--- config.mk ---
export PLATFORM = sky130hd
export DESIGN_NAME = step_gate_sequencer
export DESIGN_NICKNAME = d
export VERILOG_FILES = /design/src/design/sgs_pkg.sv /design/src/design/step_gate_sequencer.sv /design/src/design/sgs_core.sv
export SDC_FILE = /design/constraint.sdc
export NUM_CORES = 1
export LEC_CHECK = 0
export BUFFER_PORTS_ARGS = -buffer_cell sky130_fd_sc_hd__buf_4
export CELL_PAD_IN_SITES_DETAIL_PLACEMENT = 1
export CELL_PAD_IN_SITES_GLOBAL_PLACEMENT = 1
export CORE_MARGIN = 4
export CORE_UTILIZATION = 40
export DETAILED_ROUTE_END_ITERATION = 10
export PLACE_DENSITY_LB_ADDON = 0.1
export SETUP_SLACK_MARGIN = 0.2
export SLEW_MARGIN = 20
export SYNTH_ARGS = -nofsm -noshare
export SYNTH_HDL_FRONTEND = slang
export SYNTH_HIERARCHICAL = 1
export SYNTH_SLANG_ARGS = --single-unit
--- constraint.sdc ---
create_clock -name clk -period 12 [get_ports clk]
set_clock_uncertainty 0.05 [all_clocks]
set_input_delay 0.6 -clock clk [delete_from_list [all_inputs] [get_ports clk]]
set_output_delay 0.6 -clock clk [all_outputs]
set_load 0.1 [all_outputs]
--- src/design/sgs_pkg.sv ---
package sgs_pkg;

  // Function codes carried by each input transaction
  typedef logic [1:0] func_t;
  localparam func_t FUNC_TICK       = 2'd0;
  localparam func_t FUNC_TOGGLE_GATE = 2'd1;
  localparam func_t FUNC_TOGGLE_LOCK = 2'd2;
  localparam func_t FUNC_REGEN      = 2'd3;

  // Per-step lock encoding
  typedef logic [1:0] lock_t;
  localparam lock_t LOCK_NONE = 2'd0;
  localparam lock_t LOCK_ON   = 2'd1;
  localparam lock_t LOCK_OFF  = 2'd2;

  localparam int SPS_W = 24;
  localparam logic [SPS_W-1:0] SPS_RESET = 24'd5512;

  typedef struct packed {
    func_t       func;
    logic [3:0]  step_index;
    logic [15:0] random_bits;
  } item_t;

  typedef struct packed {
    logic        trigger;
    logic [3:0]  position;
    logic [15:0] gate_mask;
    logic [15:0] lock_on_mask;
    logic [15:0] lock_off_mask;
  } result_t;

endpackage

--- src/design/step_gate_sequencer.sv ---
// Channel   Direction  Handshake          Payload
// in_       input      in_valid/in_stall  in_func, in_step_index, in_random_bits
// out_      output     out_valid/out_stall out_trigger, out_position, out_gate_mask,
//                                          out_lock_on_mask, out_lock_off_mask
// cfg_      input      cfg_wr_en          cfg_wr_data (samples_per_step)
//
// After input acceptance the transaction sits in the input register and moves into
// the result register, where it is offered, once that register is empty or taken.
// One transaction per cycle sustained while the receiver does not stall;
// the step update is a single pass of bit logic on small registers.
// Reset (rst_n low, synchronous) clears count, position, gates and locks and
// loads samples_per_step with 5512. A stalled result holds in the output
// register while the input register still takes one more transaction.
module step_gate_sequencer #(
  parameter int STEPS      = 16,
  parameter int COUNT_BITS = 24
) (
  input  logic                      clk,
  input  logic                      rst_n,
  input  logic                      cfg_wr_en,
  input  logic [sgs_pkg::SPS_W-1:0] cfg_wr_data,
  input  logic                      in_valid,
  output logic                      in_stall,
  input  logic [1:0]                in_func,
  input  logic [3:0]                in_step_index,
  input  logic [15:0]               in_random_bits,
  output logic                      out_valid,
  input  logic                      out_stall,
  output logic                      out_trigger,
  output logic [3:0]                out_position,
  output logic [15:0]               out_gate_mask,
  output logic [15:0]               out_lock_on_mask,
  output logic [15:0]               out_lock_off_mask
);
  import sgs_pkg::*;

  logic    hold_valid_r, hold_valid_nxt;
  item_t   hold_r;
  logic    out_valid_r, out_valid_nxt;
  result_t res_r;
  result_t res_nxt;
  logic    in_accept;
  logic    advance;

  // Advance the held transaction whenever the result register is empty or
  // its contents are being taken this cycle.
  assign advance   = hold_valid_r && (!out_valid_r || !out_stall);
  assign in_stall  = hold_valid_r && !advance;
  assign in_accept = in_valid && !in_stall;

  always_comb begin
    hold_valid_nxt = hold_valid_r;
    if (in_accept)    hold_valid_nxt = 1'b1;
    else if (advance) hold_valid_nxt = 1'b0;

    // Drop the result once taken, unless a fresh one replaces it
    out_valid_nxt = out_valid_r && out_stall;
    if (advance) out_valid_nxt = 1'b1;
  end

  // State and next-result logic; state commits as the transaction advances
  sgs_core #(
    .STEPS      (STEPS),
    .COUNT_BITS (COUNT_BITS)
  ) u_core (
    .clk         (clk),
    .rst_n       (rst_n),
    .cfg_wr_en   (cfg_wr_en),
    .cfg_wr_data (cfg_wr_data),
    .item_fire   (advance),
    .item        (hold_r),
    .result      (res_nxt)
  );

  always_ff @(posedge clk) begin
    if (!rst_n) begin
      hold_valid_r <= 1'b0;
      out_valid_r  <= 1'b0;
    end else begin
      hold_valid_r <= hold_valid_nxt;
      out_valid_r  <= out_valid_nxt;
    end
  end

  // Payload registers: input captures on acceptance, result on advance; hold otherwise
  always_ff @(posedge clk) begin
    if (in_accept) begin
      hold_r.func        <= in_func;
      hold_r.step_index  <= in_step_index;
      hold_r.random_bits <= in_random_bits;
    end
    if (advance) res_r <= res_nxt;
  end

  assign out_valid         = out_valid_r;
  assign out_trigger       = res_r.trigger;
  assign out_position      = res_r.position;
  assign out_gate_mask     = res_r.gate_mask;
  assign out_lock_on_mask  = res_r.lock_on_mask;
  assign out_lock_off_mask = res_r.lock_off_mask;

endmodule

--- src/design/sgs_core.sv ---
module sgs_core #(
  parameter int STEPS      = 16,
  parameter int COUNT_BITS = 24
) (
  input  logic                        clk,
  input  logic                        rst_n,
  input  logic                        cfg_wr_en,
  input  logic [sgs_pkg::SPS_W-1:0]   cfg_wr_data,
  input  logic                        item_fire,
  input  sgs_pkg::item_t              item,
  output sgs_pkg::result_t            result
);
  import sgs_pkg::*;

  localparam int POS_W = (STEPS > 1) ? $clog2(STEPS) : 1;
  localparam int CMP_W = (COUNT_BITS + 1 > SPS_W) ? COUNT_BITS + 1 : SPS_W;

  logic [SPS_W-1:0]      sps_r;
  logic [COUNT_BITS-1:0] tick_cnt_r, tick_cnt_nxt;
  logic [POS_W-1:0]      pos_r, pos_nxt;
  logic [STEPS-1:0]      gate_r, gate_nxt;
  lock_t [STEPS-1:0]     lock_r, lock_nxt;

  logic [COUNT_BITS:0]   cnt_inc;
  logic [SPS_W-1:0]      step_len;
  logic                  step_done;
  logic                  trig;
  logic [STEPS+15:0]     rnd_ext;
  logic [STEPS+15:0]     gate_ext, on_ext, off_ext;
  logic [POS_W+3:0]      pos_ext;

  always_comb begin
    cnt_inc   = {1'b0, tick_cnt_r} + {{COUNT_BITS{1'b0}}, 1'b1};
    step_len  = (sps_r == '0) ? {{(SPS_W-1){1'b0}}, 1'b1} : sps_r;
    step_done = CMP_W'(cnt_inc) >= CMP_W'(step_len);
    rnd_ext   = (STEPS+16)'(item.random_bits);

    tick_cnt_nxt = tick_cnt_r;
    pos_nxt      = pos_r;
    gate_nxt     = gate_r;
    lock_nxt     = lock_r;
    trig         = 1'b0;

    unique case (item.func)
      FUNC_TICK: begin
        if (step_done) begin
          tick_cnt_nxt = '0;
          pos_nxt      = (pos_r == POS_W'(STEPS-1)) ? '0 : pos_r + {{(POS_W-1){1'b0}}, 1'b1};
          trig         = gate_r[pos_nxt];
        end else begin
          tick_cnt_nxt = cnt_inc[COUNT_BITS-1:0];
        end
      end
      FUNC_TOGGLE_GATE: begin
        for (int i = 0; i < STEPS; i++) begin
          if (int'(item.step_index) == i) gate_nxt[i] = ~gate_r[i];
        end
      end
      FUNC_TOGGLE_LOCK: begin
        for (int i = 0; i < STEPS; i++) begin
          if (int'(item.step_index) == i) begin
            case (lock_r[i])
              LOCK_ON: begin
                lock_nxt[i] = LOCK_OFF;
                gate_nxt[i] = 1'b0;
              end
              LOCK_OFF: begin
                lock_nxt[i] = LOCK_NONE;
              end
              default: begin
                lock_nxt[i] = LOCK_ON;
                gate_nxt[i] = 1'b1;
              end
            endcase
          end
        end
      end
      FUNC_REGEN: begin
        for (int i = 0; i < STEPS; i++) begin
          if (lock_r[i] == LOCK_NONE) gate_nxt[i] = rnd_ext[i];
        end
      end
      default: begin
      end
    endcase

    // Report the state left behind by this transaction
    gate_ext = (STEPS+16)'(gate_nxt);
    on_ext   = '0;
    off_ext  = '0;
    for (int i = 0; i < STEPS; i++) begin
      on_ext[i]  = (lock_nxt[i] == LOCK_ON);
      off_ext[i] = (lock_nxt[i] == LOCK_OFF);
    end
    pos_ext = (POS_W+4)'(pos_nxt);

    result.trigger       = trig;
    result.position      = pos_ext[3:0];
    result.gate_mask     = gate_ext[15:0];
    result.lock_on_mask  = on_ext[15:0];
    result.lock_off_mask = off_ext[15:0];
  end

  always_ff @(posedge clk) begin
    if (!rst_n) begin
      sps_r      <= SPS_RESET;
      tick_cnt_r <= '0;
      pos_r      <= '0;
      gate_r     <= '0;
      lock_r     <= {STEPS{LOCK_NONE}};
    end else begin
      if (cfg_wr_en) sps_r <= cfg_wr_data;
      if (item_fire) begin
        tick_cnt_r <= tick_cnt_nxt;
        pos_r      <= pos_nxt;
        gate_r     <= gate_nxt;
        lock_r     <= lock_nxt;
      end
    end
  end

endmodule

Yosys cells after proc, flatten, opt, wreduce, memory -nomap -nowiden
Cells that the tools add are included.
{"block": "op_classes", "mul": 0, "n_div": 0, "n_addsub": 2, "reduce_logical": 31, "magnitude_cmp": 2, "shifts": 0, "n_bitwise": 16, "mux": 108, "n_eq_ne": 83}
{"cell": "2-bit equality test (second input constant)", "n": 34}
{"cell": "2-bit by 1-bit equality test with 1-bit output (second input constant)", "n": 33}
{"cell": "2-bit one-hot mux with 2 select lines", "n": 16}
{"cell": "1-bit 2-to-1 mux", "n": 52}
{"cell": "24-bit 2-to-1 mux", "n": 2}
{"cell": "16-bit one-hot mux with 3 select lines", "n": 1}
{"cell": "4-bit equality test (second input constant)", "n": 9}
{"cell": "2-bit logical NOT", "n": 17}
{"cell": "2-bit 2-to-1 mux", "n": 16}
{"cell": "32-bit 2-to-1 mux", "n": 1}
{"cell": "1-bit one-hot mux with 2 select lines", "n": 16}
{"cell": "24-bit by 1-bit adder with 25-bit output (second input constant)", "n": 1}
{"cell": "25-bit by 24-bit >= comparator with 1-bit output", "n": 1}
{"cell": "24-bit logical NOT", "n": 1}
{"cell": "4-bit by 3-bit equality test with 1-bit output (second input constant)", "n": 4}
{"cell": "1-bit NOT", "n": 16}
{"cell": "4-bit 2-to-1 mux", "n": 3}
{"cell": "4-bit by 2-bit equality test with 1-bit output (second input constant)", "n": 2}
{"cell": "4-bit by 5-bit less-than comparator with 1-bit output (second input constant)", "n": 1}
{"cell": "4-bit by 1-bit adder with 4-bit output (second input constant)", "n": 1}
{"cell": "1-bit binary-select mux with 4-bit select", "n": 1}
{"cell": "4-bit by 1-bit equality test with 1-bit output (second input constant)", "n": 1}
{"cell": "1-bit logical AND", "n": 4}
{"cell": "1-bit logical NOT", "n": 4}
{"cell": "4 further kinds", "n": 5}
{"block": "totals", "inputBits": 51, "reg_bits": 177, "n_memories": 0, "out_inout_bits": 55, "latch_bits": 0, "ramBits": 0, "romBits": 0}

Depth between registers and ports, before layout
{"block": "depth", "depth_word": 8, "mapped_depth": 14}

By module
The synthesis kept the hierarchy.
{"module": "sgs_core", "area_each_um2": 7465.9, "instances": 1, "cells_each": 920}
{"module": "step_gate_sequencer", "area_each_um2": 2336.0, "instances": 1, "cells_each": 83}

Worst setup path after synthesis
No wires, ideal clock.
{"block": "synth_timing", "path_type": "register -> register", "from": "register out_valid_r (netlist: out_valid)", "to": "register u_core.tick_cnt_r[12]", "path_buffers": 1, "setup_slack_ps": 5403, "synth_period_minus_slack_ps": 6597, "t_required_ps": 11876, "setup_ps": 74, "path_stages_with_launch": 7, "arrival_time_ps": 6473, "path_cell_list": "dfxtp_1 -> a21boi_0 -> nand2_1 -> clkbuf_1 -> nor3_1 -> nand3_1 -> a31oi_1"}
{"block": "synth_via", "elab_chain_len": 4}
{"item": "start, declared", "line_no": "step_gate_sequencer.sv:39", "source": "logic out_valid_r, out_valid_nxt;"}
{"item": "start signal, assigned", "line_no": "step_gate_sequencer.sv:81", "source": "out_valid_r <= out_valid_nxt;"}
{"item": "1-bit logical NOT", "line_no": "step_gate_sequencer.sv:47", "source": "assign advance = hold_valid_r && (!out_valid_r || !out_stall);"}
{"item": "1-bit logical OR", "line_no": "step_gate_sequencer.sv:47"}
{"item": "1-bit logical AND", "line_no": "step_gate_sequencer.sv:47"}
{"item": "via advance", "line_no": "step_gate_sequencer.sv:43", "source": "logic advance;"}
{"item": "2-bit AND reduction (no source line)"}
{"item": "end signal, assigned", "line_no": "sgs_core.sv:114", "source": "tick_cnt_r <= tick_cnt_nxt;"}
{"item": "end, declared", "line_no": "sgs_core.sv:19", "source": "logic [COUNT_BITS-1:0] tick_cnt_r, tick_cnt_nxt;"}
The timed path passes the listed nets, and every way through them passes these cells.
A chain may end at the register's enable or synchronous reset.

Worst setup path in the final report
{"block": "layout_timing", "from": "register u_core.tick_cnt_r[0]", "to": "register u_core.tick_cnt_r[11]"}
{"block": "layout_via", "elab_chain_len": 3}
{"item": "24-bit by 1-bit adder with 25-bit output (*)", "line_no": "sgs_core.sv:33", "source": "cnt_inc = {1'b0, tick_cnt_r} + {{COUNT_BITS{1'b0}}, 1'b1};"}
{"item": "25-bit by 24-bit >= comparator with 1-bit output", "line_no": "sgs_core.sv:35", "source": "step_done = CMP_W'(cnt_inc) >= CMP_W'(step_len);"}
{"item": "24-bit 2-to-1 mux (*)", "line_no": "sgs_core.sv:46", "source": "if (step_done) begin"}
Every way passes the cells marked *; elsewhere a longest branch is shown, timed or not.

==> results by group <==
Outcome
  • Status: finished clean

GRT
  • Vias in the first global route: 8071
  • Global Route Usage Sum: 19.6%
  • Global-route wire length before repair: 42300 um
  • Antenna violations before repair: 0
  • Largest net degree at the start of global routing: 52
  • Global route total overflow: 0

Drt
  • First-pass iteration count of the detailed router: 4
  • Residual DRC: 0
  • WL per Instance: 18.3 um
  • Initial detailed-routing violation count: 411
  • DR vias: 7755
  • Vias/cell: 5.46
  • Routed wire length: 26000 um
  • Post-route ant nets: 0

Yosys
  • Largest cells by area after synthesis: edfxtp_1, dfxtp_1, ha_1
  • Ys async rst share: 0%
  • Post-synth EDFFs: 75
  • Seq/Total Area, Yosys: 43.8%
  • Synth Area in Adders: 9.45%
  • Ys flop type: dfxtp_1
  • Cell variety after synth: 60
  • Mapped Area: 0.00980 mm2
  • Area leader, netlist: edfxtp_1
  • Compound-Gate Fraction of Synth Area: 14.7%
  • Post-synth top area share: 23.0%
  • Largest family of logic cells by synthesized area: simple AND/OR/NAND/NOR gates
  • Synth Net Count: 1128
  • Mean Syn Cell Area: 9.77 um2
  • Synthesized-area fraction occupied by and/or/nand/nor cells: 19.6%
  • Post-synthesis mux area share: 5.25%
  • Cells after synthesis: 1003
  • Most common cell in the netlist: nand2_1
  • Xor and xnor fraction of the mapped netlist area: 2.14%
  • Synth Register Bits: 177
  • Top post-synthesis cells by count: nand2_1, dfxtp_1, edfxtp_1
  • YS warnings: 6

STA
  • Hold Vio Cnt, Final: 0
  • Least-Margin Pin Slew: 946 ps
  • RSZ-0062 raised after global routing: no
  • Setup violators final: 0
  • Max-slew headroom at the worst pin: 36.8%
  • Max Clk Rate: 258 MHz
  • Tmin final: 3880 ps
  • Slew Viols, Final: 0
  • Final period util: 32.3%
  • Setup tns final: 0 ps

Flow run
  • Max-cap violations: 0

Placement
  • HPWL Detailed: 17800 um
  • Area post-placement: 0.0109 mm2
  • Port bufs: 105
  • Routability cong.: 0.803

Min path
  • Hold Path Sink: hold_r[19]
  • Hold Crit Class: primary input to flip-flop
  • Hold Path Depth: 1
  • Min-delay src: in_step_index[3]

Layout
  • ANT cells: 0
  • Final core occ: 47.2%
  • Final Cell Area: 0.0114 mm2
  • Area Growth Syn to Fin: 16.7%
  • Nets@finish: 1209
  • Fill cell count: 2758
  • Layout cells sized above 1: 15.2%

Critical path
  • R2r endpoint: u_core/tick_cnt_r[11]
  • Critical path's slowest cell: dfxtp_1
  • R2r setup slk: 8120 ps
  • Data arrival, critical path: 4160 ps
  • R2R Path Start: u_core/tick_cnt_r[0]
  • Crit path kind: flip-flop to flip-flop
  • Worst EP required: 12280 ps
  • Worst R2R Path Depth: 13
  • Critical path peak fanout: 29
  • Crit path launch type: flip-flop
  • Crit. End Element: flip-flop
  • Largest stage delay, worst path: 440 ps
  • CP cell instances: ha_1 > and3_1 > nand4_4 > nor3_1 > xor2_1 > ha_1 > nand3_1 > nor4_1 > a221oi_1 > nor3b_4 > buf_4 > a21oi_2 > nor4_1

Floorplan
  • Die H: 165 um
  • Cell Rows: 57
  • Die area: 0.0271 mm2
  • Core Footprint: 0.0242 mm2
  • Die Width: 165 um
  • Initial core utilization: 40.4%
  • # IOs: 106

Clock tree
  • Number of CTS-inserted buffers: 17
  • Cts hold-fix bufs: 0
  • Clk_lat worst skew: 430 ps
  • Resized Gates After CTS: 0
  • Post-CTS Setup Inserts: 0
  • Clock slew at reported path FFs: 80 ps
  • H-tree levels: 4
  • CTS max path bufs: 2
  • CTS root buf: clkbuf_16
  • Clock sink count: 177
  • CTS tree: built

Power
  • Tot Pwr: 1.39 mW
  • PwrDens: 121 mW/mm2
  • Worst vdd ir: 0.0718 mV
  • LEAKAGE: 4.61 nW
## layout by cell type (no fill, tap or decap), types with 14 or more instances in the layout
cell | Yosys | final
o21ai_0 | 33 | 33
dfxtp_1 | 102 | 102
nor2_1 | 33 | 33
o31ai_1 | 22 | 22
nand2_1 | 117 | 117
nand3_1 | 72 | 72
o211ai_1 | 20 | 20
nor2b_1 | 35 | 34
nand4_1 | 39 | 39
nor3_1 | 14 | 14
ha_1 | 74 | 74
buf_4 | 2 | 116
o211a_1 | 29 | 29
clkbuf_16 | 0 | 17
a21oi_1 | 22 | 22
edfxtp_1 | 75 | 75
mux2i_1 | 39 | 39
and3_1 | 17 | 17
inv_1 | 71 | 71
## layout make-up
cell class              instances  area [um2]  share of cell area, %
repair buffers                116         871                   7.61
flip-flops and latches        177        4290                   37.5
well taps                     324         405                   3.54
inverters                      71         267                   2.33
clock buffers                  18         439                   3.84
multi-input cells             701        5030                   44.0
clock inverters                14         134                   1.17
## through the flow
step,worst slack (ps),cells,hold slack [ps]
after floorplan,5400,1003,391
after global placement,8260,1389,400
after detailed placement,8120,1389,427
after CTS,8090,1421,263
after global routing,7730,1421,257
final,8120,1421,287
## sequential cells by signal (all words and copies together) (netlist names), 16 cells and up
name               count
out_lock_off_mask     16
u_core/lock_r         32
u_core/gate_r         16
out_lock_on_mask      16
u_core/tick_cnt_r     24
hold_r                22
out_gate_mask         16
u_core/sps_r          24
## worst max path at each step
stage,start,end,slack (ps),depth (start not counted)
after floorplan,out_valid,u_core/tick_cnt_r[12],5400,6
after global placement,u_core/tick_cnt_r[0],u_core/tick_cnt_r[11],8260,13
after detailed placement,u_core/tick_cnt_r[0],out_position[0],8120,11
after CTS,u_core/tick_cnt_r[0],u_core/tick_cnt_r[11],8090,13
after global routing,u_core/tick_cnt_r[0],u_core/tick_cnt_r[11],7730,13
final,u_core/tick_cnt_r[0],u_core/tick_cnt_r[11],8120,13
## critical path: cells and delay by family, from the launching register on
kind | cells | cell delay (ps)
simple gates | 7 | 1650
fa+ha+maj | 2 | 560
compound gates | 2 | 440
flops | 1 | 440
buf+inv | 1 | 390
xor+xnor | 1 | 240
## report_power, final
part,internal (mW),switching (mW)
registers,0.650,0.0197
clock network,0.283,0.267
logic,0.0529,0.114
## logic make-up after synthesis
family / Yosys count
fa+ha+maj: 74
flops: 177
compound gates: 190
simple gates: 367
mux: 46
xor+xnor: 24
buf+inv: 125
## metal layers
layer,GRT usage (%),up-vias,share of wire (%)
li1,-,3852,-
met4,3.40,0,0.63
met3,3.37,9,2.9
met5,0,-,0
met1,24.7,3792,45
met2,35.6,102,52
No activity file was read; power rests on OpenSTA's default activity.
